[src/rtl/ctok_pkg.sv]
// shared types and constants of the c token splitter
`default_nettype none

package ctok_pkg;

    // most bytes one source byte can produce
    localparam int MAX_OUT   = 4;
    localparam int OUT_IDX_W = $clog2(MAX_OUT);
    localparam int OUT_CNT_W = $clog2(MAX_OUT + 1);

    // depth of the queue between lexer and serializer (power of two)
    localparam int QDEPTH = 4;
    localparam int QPTR_W = $clog2(QDEPTH);
    localparam int QCNT_W = $clog2(QDEPTH + 1);

    localparam logic [7:0] CH_NL = 8'd10;

    // bytes produced by one source byte, data[0] goes out first
    typedef struct packed {
        logic [MAX_OUT-1:0][7:0] data;
        logic [OUT_CNT_W-1:0]    cnt;
    } bundle_t;

    // append one byte to a bundle, extra bytes past the limit are dropped
    function automatic bundle_t emit(input bundle_t b, input logic [7:0] c);
        bundle_t r;
        r = b;
        if (b.cnt < OUT_CNT_W'(MAX_OUT)) begin
            r.data[b.cnt[OUT_IDX_W-1:0]] = c;
            r.cnt = b.cnt + OUT_CNT_W'(1);
        end
        return r;
    endfunction

endpackage

`default_nettype wire

[src/rtl/ctok_front.sv]
// lexer front end: classifies each source byte and builds its output bundle
`default_nettype none

module ctok_front (
    input  wire logic             aclk,
    input  wire logic             aresetn,
    input  wire logic             in_fire,
    input  wire logic [7:0]       in_byte,
    input  wire logic             in_last,
    output ctok_pkg::bundle_t     bundle
);

    typedef enum logic [3:0] {
        M_IDLE  = 4'd0,
        M_NUM   = 4'd1,
        M_WORD  = 4'd2,
        M_OP    = 4'd3,
        M_SLASH = 4'd4,
        M_BLOCK = 4'd5,
        M_LINE  = 4'd6,
        M_CHAR  = 4'd7,
        M_STR   = 4'd8
    } mode_t;

    localparam logic [7:0] CH_SQUOTE = 8'd39;
    localparam logic [7:0] CH_DQUOTE = 8'd34;
    localparam logic [7:0] CH_BSLASH = 8'd92;
    localparam logic [7:0] CH_USCORE = 8'd95;
    localparam logic [7:0] CH_SLASH  = 8'd47;
    localparam logic [7:0] CH_STAR   = 8'd42;
    localparam logic [7:0] CH_EQ     = 8'd61;

    mode_t      mode_reg, mode_next;
    logic [7:0] held_reg, held_next;
    logic       prev_reg, prev_next;
    logic       restart;
    ctok_pkg::bundle_t b;

    function automatic logic is_digit(input logic [7:0] c);
        return (c >= 8'd48) && (c <= 8'd57);
    endfunction

    function automatic logic is_letter(input logic [7:0] c);
        return ((c >= 8'd65) && (c <= 8'd90)) || ((c >= 8'd97) && (c <= 8'd122));
    endfunction

    function automatic logic is_op_start(input logic [7:0] c);
        return c == "+" || c == "-" || c == "*" || c == "=" || c == "&" ||
               c == "|" || c == "^" || c == "%" || c == "!" || c == ">" ||
               c == "<";
    endfunction

    function automatic logic is_punct(input logic [7:0] c);
        return c == "~" || c == "#" || c == "[" || c == "]" || c == "{" ||
               c == "}" || c == ";" || c == ":" || c == "(" || c == ")" ||
               c == "?" || c == ".";
    endfunction

    function automatic logic op_pairs(input logic [7:0] first, input logic [7:0] c);
        logic r;
        case (first)
            "+":     r = (c == "+") || (c == "=");
            "-":     r = (c == "-") || (c == ">") || (c == "=");
            "&":     r = (c == "&") || (c == "=");
            "|":     r = (c == "|") || (c == "=");
            ">":     r = (c == ">") || (c == "=");
            "<":     r = (c == "<") || (c == "=");
            "*", "=", "^", "%", "!": r = (c == "=");
            default: r = 1'b0;
        endcase
        return r;
    endfunction

    always_comb begin
        b         = '0;
        mode_next = mode_reg;
        held_next = held_reg;
        prev_next = prev_reg;
        restart   = 1'b0;

        case (mode_reg)
            M_NUM: begin
                if (is_digit(in_byte)) begin
                    b = ctok_pkg::emit(b, in_byte);
                end else begin
                    b = ctok_pkg::emit(b, ctok_pkg::CH_NL);
                    restart = 1'b1;
                end
            end
            M_WORD: begin
                if (is_letter(in_byte) || in_byte == CH_USCORE) begin
                    b = ctok_pkg::emit(b, in_byte);
                end else begin
                    b = ctok_pkg::emit(b, ctok_pkg::CH_NL);
                    restart = 1'b1;
                end
            end
            M_OP: begin
                if (op_pairs(held_reg, in_byte)) begin
                    b = ctok_pkg::emit(b, in_byte);
                    b = ctok_pkg::emit(b, ctok_pkg::CH_NL);
                    mode_next = M_IDLE;
                end else begin
                    b = ctok_pkg::emit(b, ctok_pkg::CH_NL);
                    restart = 1'b1;
                end
            end
            M_SLASH: begin
                if (in_byte == CH_STAR) begin
                    mode_next = M_BLOCK;
                    prev_next = 1'b1;
                end else if (in_byte == CH_SLASH) begin
                    mode_next = M_LINE;
                end else if (in_byte == CH_EQ) begin
                    b = ctok_pkg::emit(b, CH_SLASH);
                    b = ctok_pkg::emit(b, CH_EQ);
                    b = ctok_pkg::emit(b, ctok_pkg::CH_NL);
                    mode_next = M_IDLE;
                end else begin
                    b = ctok_pkg::emit(b, CH_SLASH);
                    b = ctok_pkg::emit(b, ctok_pkg::CH_NL);
                    restart = 1'b1;
                end
            end
            M_BLOCK: begin
                // opening star counts, so slash star slash closes
                if (prev_reg && in_byte == CH_SLASH) begin
                    mode_next = M_IDLE;
                    prev_next = 1'b0;
                end else begin
                    prev_next = (in_byte == CH_STAR);
                end
            end
            M_LINE: begin
                if (in_byte == ctok_pkg::CH_NL) mode_next = M_IDLE;
            end
            M_CHAR: begin
                b = ctok_pkg::emit(b, in_byte);
                if (in_byte == CH_SQUOTE) begin
                    b = ctok_pkg::emit(b, ctok_pkg::CH_NL);
                    mode_next = M_IDLE;
                end
            end
            M_STR: begin
                b = ctok_pkg::emit(b, in_byte);
                if (in_byte == CH_DQUOTE && !prev_reg) begin
                    b = ctok_pkg::emit(b, ctok_pkg::CH_NL);
                    mode_next = M_IDLE;
                    prev_next = 1'b0;
                end else begin
                    prev_next = (in_byte == CH_BSLASH);
                end
            end
            default: begin
                // idle and unused codes
                if (in_byte == " " || in_byte == 8'd9 || in_byte == ctok_pkg::CH_NL) begin
                    mode_next = M_IDLE;
                end else begin
                    restart = 1'b1;
                end
            end
        endcase

        // terminating byte starts over from idle
        if (restart) begin
            mode_next = M_IDLE;
            if (is_op_start(in_byte)) begin
                b = ctok_pkg::emit(b, in_byte);
                held_next = in_byte;
                mode_next = M_OP;
            end else if (in_byte == CH_SLASH) begin
                mode_next = M_SLASH;
            end else if (is_punct(in_byte)) begin
                b = ctok_pkg::emit(b, in_byte);
                b = ctok_pkg::emit(b, ctok_pkg::CH_NL);
            end else if (in_byte == CH_SQUOTE) begin
                b = ctok_pkg::emit(b, in_byte);
                mode_next = M_CHAR;
            end else if (in_byte == CH_DQUOTE) begin
                b = ctok_pkg::emit(b, in_byte);
                prev_next = 1'b0;
                mode_next = M_STR;
            end else if (is_digit(in_byte)) begin
                b = ctok_pkg::emit(b, in_byte);
                mode_next = M_NUM;
            end else if (is_letter(in_byte)) begin
                b = ctok_pkg::emit(b, in_byte);
                mode_next = M_WORD;
            end
        end

        // end of source: finish pending token, drop open literal or comment
        if (in_last) begin
            if (mode_next == M_NUM || mode_next == M_WORD || mode_next == M_OP) begin
                b = ctok_pkg::emit(b, ctok_pkg::CH_NL);
            end else if (mode_next == M_SLASH) begin
                b = ctok_pkg::emit(b, CH_SLASH);
                b = ctok_pkg::emit(b, ctok_pkg::CH_NL);
            end
            mode_next = M_IDLE;
            held_next = 8'd0;
            prev_next = 1'b0;
        end
    end

    assign bundle = b;

    always_ff @(posedge aclk) begin
        if (!aresetn) begin
            mode_reg <= M_IDLE;
            held_reg <= 8'd0;
            prev_reg <= 1'b0;
        end else if (in_fire) begin
            mode_reg <= mode_next;
            held_reg <= held_next;
            prev_reg <= prev_next;
        end
    end

endmodule

`default_nettype wire

[src/rtl/ctok_queue.sv]
// short bundle queue between lexer and serializer
`default_nettype none

module ctok_queue (
    input  wire logic              aclk,
    input  wire logic              aresetn,
    input  wire logic              push,
    input  wire ctok_pkg::bundle_t push_data,
    input  wire logic              pop,
    output ctok_pkg::bundle_t      pop_data,
    output logic                   full,
    output logic                   empty
);

    ctok_pkg::bundle_t                entry_reg [ctok_pkg::QDEPTH];
    logic [ctok_pkg::QPTR_W-1:0]      wr_ptr_reg, rd_ptr_reg;
    logic [ctok_pkg::QCNT_W-1:0]      count_reg;

    assign full     = (count_reg == ctok_pkg::QCNT_W'(ctok_pkg::QDEPTH));
    assign empty    = (count_reg == '0);
    assign pop_data = entry_reg[rd_ptr_reg];

    always_ff @(posedge aclk) begin
        if (push) entry_reg[wr_ptr_reg] <= push_data;
    end

    always_ff @(posedge aclk) begin
        if (!aresetn) begin
            wr_ptr_reg <= '0;
            rd_ptr_reg <= '0;
            count_reg  <= '0;
        end else begin
            if (push) wr_ptr_reg <= wr_ptr_reg + ctok_pkg::QPTR_W'(1);
            if (pop)  rd_ptr_reg <= rd_ptr_reg + ctok_pkg::QPTR_W'(1);
            if (push && !pop) begin
                count_reg <= count_reg + ctok_pkg::QCNT_W'(1);
            end else if (pop && !push) begin
                count_reg <= count_reg - ctok_pkg::QCNT_W'(1);
            end
        end
    end

endmodule

`default_nettype wire

[src/rtl/ctok_back.sv]
// serializer: sends each bundle out one byte per word, tlast on its final byte
`default_nettype none

module ctok_back (
    input  wire logic              aclk,
    input  wire logic              aresetn,
    input  wire logic              q_empty,
    input  wire ctok_pkg::bundle_t q_data,
    output logic                   q_pop,
    output logic                   m_tvalid,
    input  wire logic              m_tready,
    output logic [7:0]             m_tdata,
    output logic                   m_tlast
);

    logic [ctok_pkg::MAX_OUT-1:0][7:0] data_reg;
    logic [ctok_pkg::OUT_CNT_W-1:0]    cnt_reg;
    logic [ctok_pkg::OUT_IDX_W-1:0]    idx_reg;
    logic                              busy_reg;
    logic                              at_last;
    logic                              m_fire;

    assign at_last  = ({1'b0, idx_reg} + ctok_pkg::OUT_CNT_W'(1)) == cnt_reg;
    assign m_fire   = busy_reg && m_tready;
    assign q_pop    = !q_empty && (!busy_reg || (m_fire && at_last));
    assign m_tvalid = busy_reg;
    assign m_tdata  = data_reg[idx_reg];
    assign m_tlast  = at_last;

    always_ff @(posedge aclk) begin
        if (!aresetn) begin
            busy_reg <= 1'b0;
            idx_reg  <= '0;
        end else if (q_pop) begin
            busy_reg <= 1'b1;
            idx_reg  <= '0;
        end else if (m_fire) begin
            if (at_last) begin
                busy_reg <= 1'b0;
            end else begin
                idx_reg <= idx_reg + ctok_pkg::OUT_IDX_W'(1);
            end
        end
    end

    always_ff @(posedge aclk) begin
        if (q_pop) begin
            data_reg <= q_data.data;
            cnt_reg  <= q_data.cnt;
        end
    end

endmodule

`default_nettype wire

[src/rtl/c_token_splitter.sv]
// top level of the streaming c tokenizer
// Streaming C tokenizer. Source bytes enter on the s_ side, one per word, with
// s_tlast on the final byte of a source; tokens leave on the m_ side one byte
// per word, each token followed by a newline (10), and m_tlast marks the final
// byte produced by one source byte. Blanks are skipped, unknown bytes dropped
// and comments removed. The lexer accepts one byte per cycle whenever the
// four-entry bundle queue has room; a source byte that produces nothing takes
// no queue slot. The output side sends one byte per cycle while m_tready is
// high, so the sustained rate is set by the serializer: a source byte that
// yields n result bytes takes n output words (at most four). At end of
// source the pending token is finished, an open comment or literal is
// abandoned, and the lexer returns to idle for the next source.
`default_nettype none

module c_token_splitter (
    input  wire logic       aclk,
    input  wire logic       aresetn,
    input  wire logic       s_tvalid,
    output logic            s_tready,
    input  wire logic [7:0] s_tdata,   // [7:0] in_byte
    input  wire logic       s_tlast,   // end_of_input
    output logic            m_tvalid,
    input  wire logic       m_tready,
    output logic [7:0]      m_tdata,   // [7:0] out_byte
    output logic            m_tlast    // last_of_run
);

    logic              s_fire;
    logic              q_full, q_empty, q_pop;
    ctok_pkg::bundle_t front_bundle;
    ctok_pkg::bundle_t q_data;

    // accept while the queue can take a bundle
    assign s_tready = !q_full;
    assign s_fire   = s_tvalid && s_tready;

    ctok_front u_front (
        .aclk    (aclk),
        .aresetn (aresetn),
        .in_fire (s_fire),
        .in_byte (s_tdata),
        .in_last (s_tlast),
        .bundle  (front_bundle)
    );

    // bytes that produce nothing never enter the queue
    ctok_queue u_queue (
        .aclk      (aclk),
        .aresetn   (aresetn),
        .push      (s_fire && (front_bundle.cnt != '0)),
        .push_data (front_bundle),
        .pop       (q_pop),
        .pop_data  (q_data),
        .full      (q_full),
        .empty     (q_empty)
    );

    ctok_back u_back (
        .aclk     (aclk),
        .aresetn  (aresetn),
        .q_empty  (q_empty),
        .q_data   (q_data),
        .q_pop    (q_pop),
        .m_tvalid (m_tvalid),
        .m_tready (m_tready),
        .m_tdata  (m_tdata),
        .m_tlast  (m_tlast)
    );

endmodule

`default_nettype wire

[config.mk]
export PLATFORM = sky130hd
export DESIGN_NAME = c_token_splitter
export DESIGN_NICKNAME = d
export VERILOG_FILES = /design/src/rtl/ctok_pkg.sv /design/src/rtl/ctok_front.sv /design/src/rtl/ctok_queue.sv /design/src/rtl/ctok_back.sv /design/src/rtl/c_token_splitter.sv
export SDC_FILE = /design/constraint.sdc
export NUM_CORES = 1
export LEC_CHECK = 0
export ABC_AREA = 1
export BUFFER_PORTS_ARGS = -buffer_cell sky130_fd_sc_hd__buf_2
export CAP_MARGIN = 0
export CELL_PAD_IN_SITES_DETAIL_PLACEMENT = 1
export CELL_PAD_IN_SITES_GLOBAL_PLACEMENT = 1
export CORE_MARGIN = 5
export CORE_UTILIZATION = 33
export CTS_BUF_LIST = sky130_fd_sc_hd__clkbuf_4 sky130_fd_sc_hd__clkbuf_8 sky130_fd_sc_hd__clkbuf_16
export CTS_CLUSTER_SIZE = 14
export DETAILED_ROUTE_END_ITERATION = 6
export PLACE_DENSITY = 0.61
export SKIP_CTS_REPAIR_TIMING = 1
export SYNTH_ARGS = -nofsm -noshare
export SYNTH_HDL_FRONTEND = slang
export SYNTH_SLANG_ARGS = --single-unit
[constraint.sdc]
create_clock -name aclk -period 16.55 [get_ports aclk]
set_clock_uncertainty 0.15 [all_clocks]
set_input_delay 2.4825 -clock aclk [delete_from_list [all_inputs] [get_ports aclk]]
set_output_delay 2.4825 -clock aclk [all_outputs]
set_load 0.02 [all_outputs]
==> flow_summary.json <==
{
  "yosys_most_used_dff": "edfxtp_1",
  "dpl.cell_count": 1445,
  "fin_nets": 1106,
  "dr.pass1.iters": 6,
  "drive_gt1_share_pct": 12.1,
  "cts_buffer_depth": 2,
  "area_growth_pct": 12.6,
  "r2r_slack_ps": 10280,
  "hp-start": "u_queue.count_reg[2]",
  "min_to": "u_queue.count_reg[2]",
  "synthArstFlopShare_pct": 0,
  "maxCapViolCount": 0,
  "timing.final.crit_share_pct": 48.6,
  "outcome": "complete, no violations",
  "dpl.hpwl_mm": 19.0,
  "antenna_found_initial": 0,
  "first_global_vias": 7860,
  "rows": 63,
  "r2r-start": "u_front.mode_reg[2]",
  "wl_mm": 27.5,
  "design.core.area_sq_um": 29600,
  "rsz0062_at_grt": "false",
  "cp.arrival_ps": 8210,
  "p_leak_nw": 4.13,
  "cp_common_cell": "nand2_1",
  "worst_pin_slew_ps": 1130,
  "fillCellCount": 3438,
  "stdcell_count": 1477,
  "grt_max_degree": 73,
  "die_y_microns": 183,
  "worstHoldPathCells": 2,
  "yosysWarnings": 0,
  "synthCells": 1044,
  "cp.required_ps": 16720,
  "overflow": 0,
  "hp-class": "reg2reg",
  "clkSlewWorstSetupHoldPaths_ps": 70,
  "clock_sinks": 198,
  "io_pins": 24,
  "maxSlewViolCount": 0,
  "slew_headroom_pct": 24.7,
  "start_kind": "primary input",
  "vias": 7547,
  "drtIter0Drc": 514,
  "cts-buffers-inserted": 17,
  "reg2reg_depth": 37,
  "grt_usage_pct": 16.7,
  "root_buffer": "clkbuf_16",
  "diodes": 0,
  "crit_type": "in2reg",
  "reg2reg_to": "u_queue.count_reg[2]",
  "netlist_area_sq_um": 9870,
  "worst_path_max_delay_cell": "fa_1",
  "hold_viol_final": 0,
  "die_width_microns": 183,
  "yosysSeqAreaShare_pct": 57.9,
  "setup_viol": 0,
  "path_max_fanout": 11,
  "synth_edf_count": 175,
  "cts_max_level": 4,
  "fin_crit_ps": 8040,
  "worstSetupEndpointType": "flip-flop",
  "tritoncts": "yes",
  "io_buffers": 23,
  "holdWs_ps": 333,
  "largest_register_ffs": 140,
  "grt_pass1_wl_mm": 43.7,
  "die_area_sq_um": 33500,
  "peakVddDrop_mv": 0.0661,
  "setup_tns_ps": 0,
  "routed_via_density": 5.11,
  "start_util_pct": 33.4,
  "drc_errors": 0,
  "power.total_mw": 1.54,
  "clk_latency_ps": 440,
  "antenna_left": 0,
  "crit_path_max_incr_delay_ps": 440,
  "fmax_ghz": 0.124,
  "ys_seq_elements": 198,
  "layout_setup_ws_ps": 8510,
  "pre_cts_slack_ps": 8140,
  "yosys.cell_types.count": 48,
  "avgRoutedWirePerCell_microns": 18.6,
  "place_congestion": 0.897,
  "synth_area_per_cell_sq_um": 9.46,
  "p_per_area_nw_per_um2": 138
}
-- synthesized netlist by cell type, types with 2 or more instances --
cell       number  area [sq um]
nor2_1        178           668
edfxtp_1      175          5260
nand2_1       143           537
o21ai_0       130           651
inv_1          89           334
o22ai_1        44           275
a21oi_1        43           215
nand3_1        43           215
clkbuf_1       28           105
dfxtp_1        23           460
nor3_1         21           105
ha_1           18           225
inv_2          18          67.6
nand4_1        11          68.8
nand2_2         9          56.3
nor2_2          9          56.3
nand2_4         8          90.1
o21ai_1         6          30.0
nand3_2         4          40.0
a31oi_1         3          18.8
nand3_4         3          52.6
o2111ai_1       3          26.3
xor2_1          3          26.3
buf_2           2          10.0
buf_6           2          22.5
nor2_4          2          22.5
nor3_2          2          20.0
nor4_1          2          12.5
o311ai_0        2          17.5
xnor2_1         2          17.5
-- metrics by stage --
step / utilization, % / cell area, sq um
final: 37.6 / 11100
after global routing: 37.6 / 11100
after CTS: 37.6 / 11100
after detailed placement: 35.5 / 10500
after global placement: 35.5 / 10500
after floorplan: - / 9910
-- worst max-delay path: cells and delay by family --
kind,cells,cell delay (ps)
and+or+nand+nor,19,2460
adders and majority gates,5,1440
AOI/OAI and AO/OA,6,980
buffers and inverters,6,840
-- layout by cell type, fill, tap and decap left out, types with 4 or more instances in the layout --
cell	instances
a21oi_1	43
buf_2	23
buf_4	10
clkbuf_16	17
clkinv_8	7
conb_1	12
dfxtp_1	22
edfxtp_1	175
ha_1	18
inv_1	89
inv_2	19
nand2_1	143
nand2_2	9
nand2_4	8
nand3_1	43
nand3_2	4
nand4_1	11
nor2_1	173
nor2_2	9
nor2_4	7
nor3_1	21
o21ai_0	130
o21ai_1	6
o22ai_1	44
-- power breakdown --
part / total, mW / internal [mW] / switching (mW) / leakage [nW]
Sequential: 0.697 / 0.669 / 0.0276 / 1.79
Combinational: 0.419 / 0.114 / 0.305 / 2.04
Clock: 0.423 / 0.208 / 0.215 / 0.300
Total: 1.54 / 0.991 / 0.547 / 4.13
-- metal layers --
layer | GRT usage (%) | routed length [microns]
met3 | 2.10 | 828
met4 | 4.68 | 494
met2 | 29.5 | 13800
met5 | 0 | 0
met1 | 21.6 | 12400
-- cell families (layout without fill, tap and decap cells) --
group	Yosys count	count (layout)	synth area share (%)
simple gates	440	440	20.2
flops	198	198	57.9
fa+ha+maj	19	19	2.48
xor+xnor	5	5	0.444
compound gates	240	240	13.3
other cells	1	12	0.0380
buf+inv	141	173	5.58
-- layout make-up --
class	count	area, sq um	share of cell area, %
Clock buffer	17	425	3.83
Clock inverter	15	201	1.81
Inverter	108	405	3.65
Multi-Input combinational cell	716	3690	33.2
Sequential cell	198	5720	51.4
Tap cell	390	488	4.39
Timing Repair Buffer	33	190	1.71
-- worst max-delay path by stage --
| stage | endpoint | depth (start not counted) | slack (ps) | startpoint |
|---|---|---|---|---|
| 2_1_floorplan | u_queue.entry_reg[0][0] | 28 | 8600 | s_tdata[5] |
| 3_3_place_gp | u_queue.count_reg[2] | 36 | 8190 | s_tdata[6] |
| 3_5_place_dp | u_queue.count_reg[2] | 36 | 8140 | s_tdata[6] |
| 4_1_cts | u_queue.count_reg[2] | 36 | 8560 | s_tdata[6] |
| 5_1_grt | u_queue.count_reg[2] | 36 | 7950 | s_tdata[6] |
| 6_report | u_queue.count_reg[2] | 36 | 8510 | s_tdata[4] |
(Power assumes the default switching activity.)
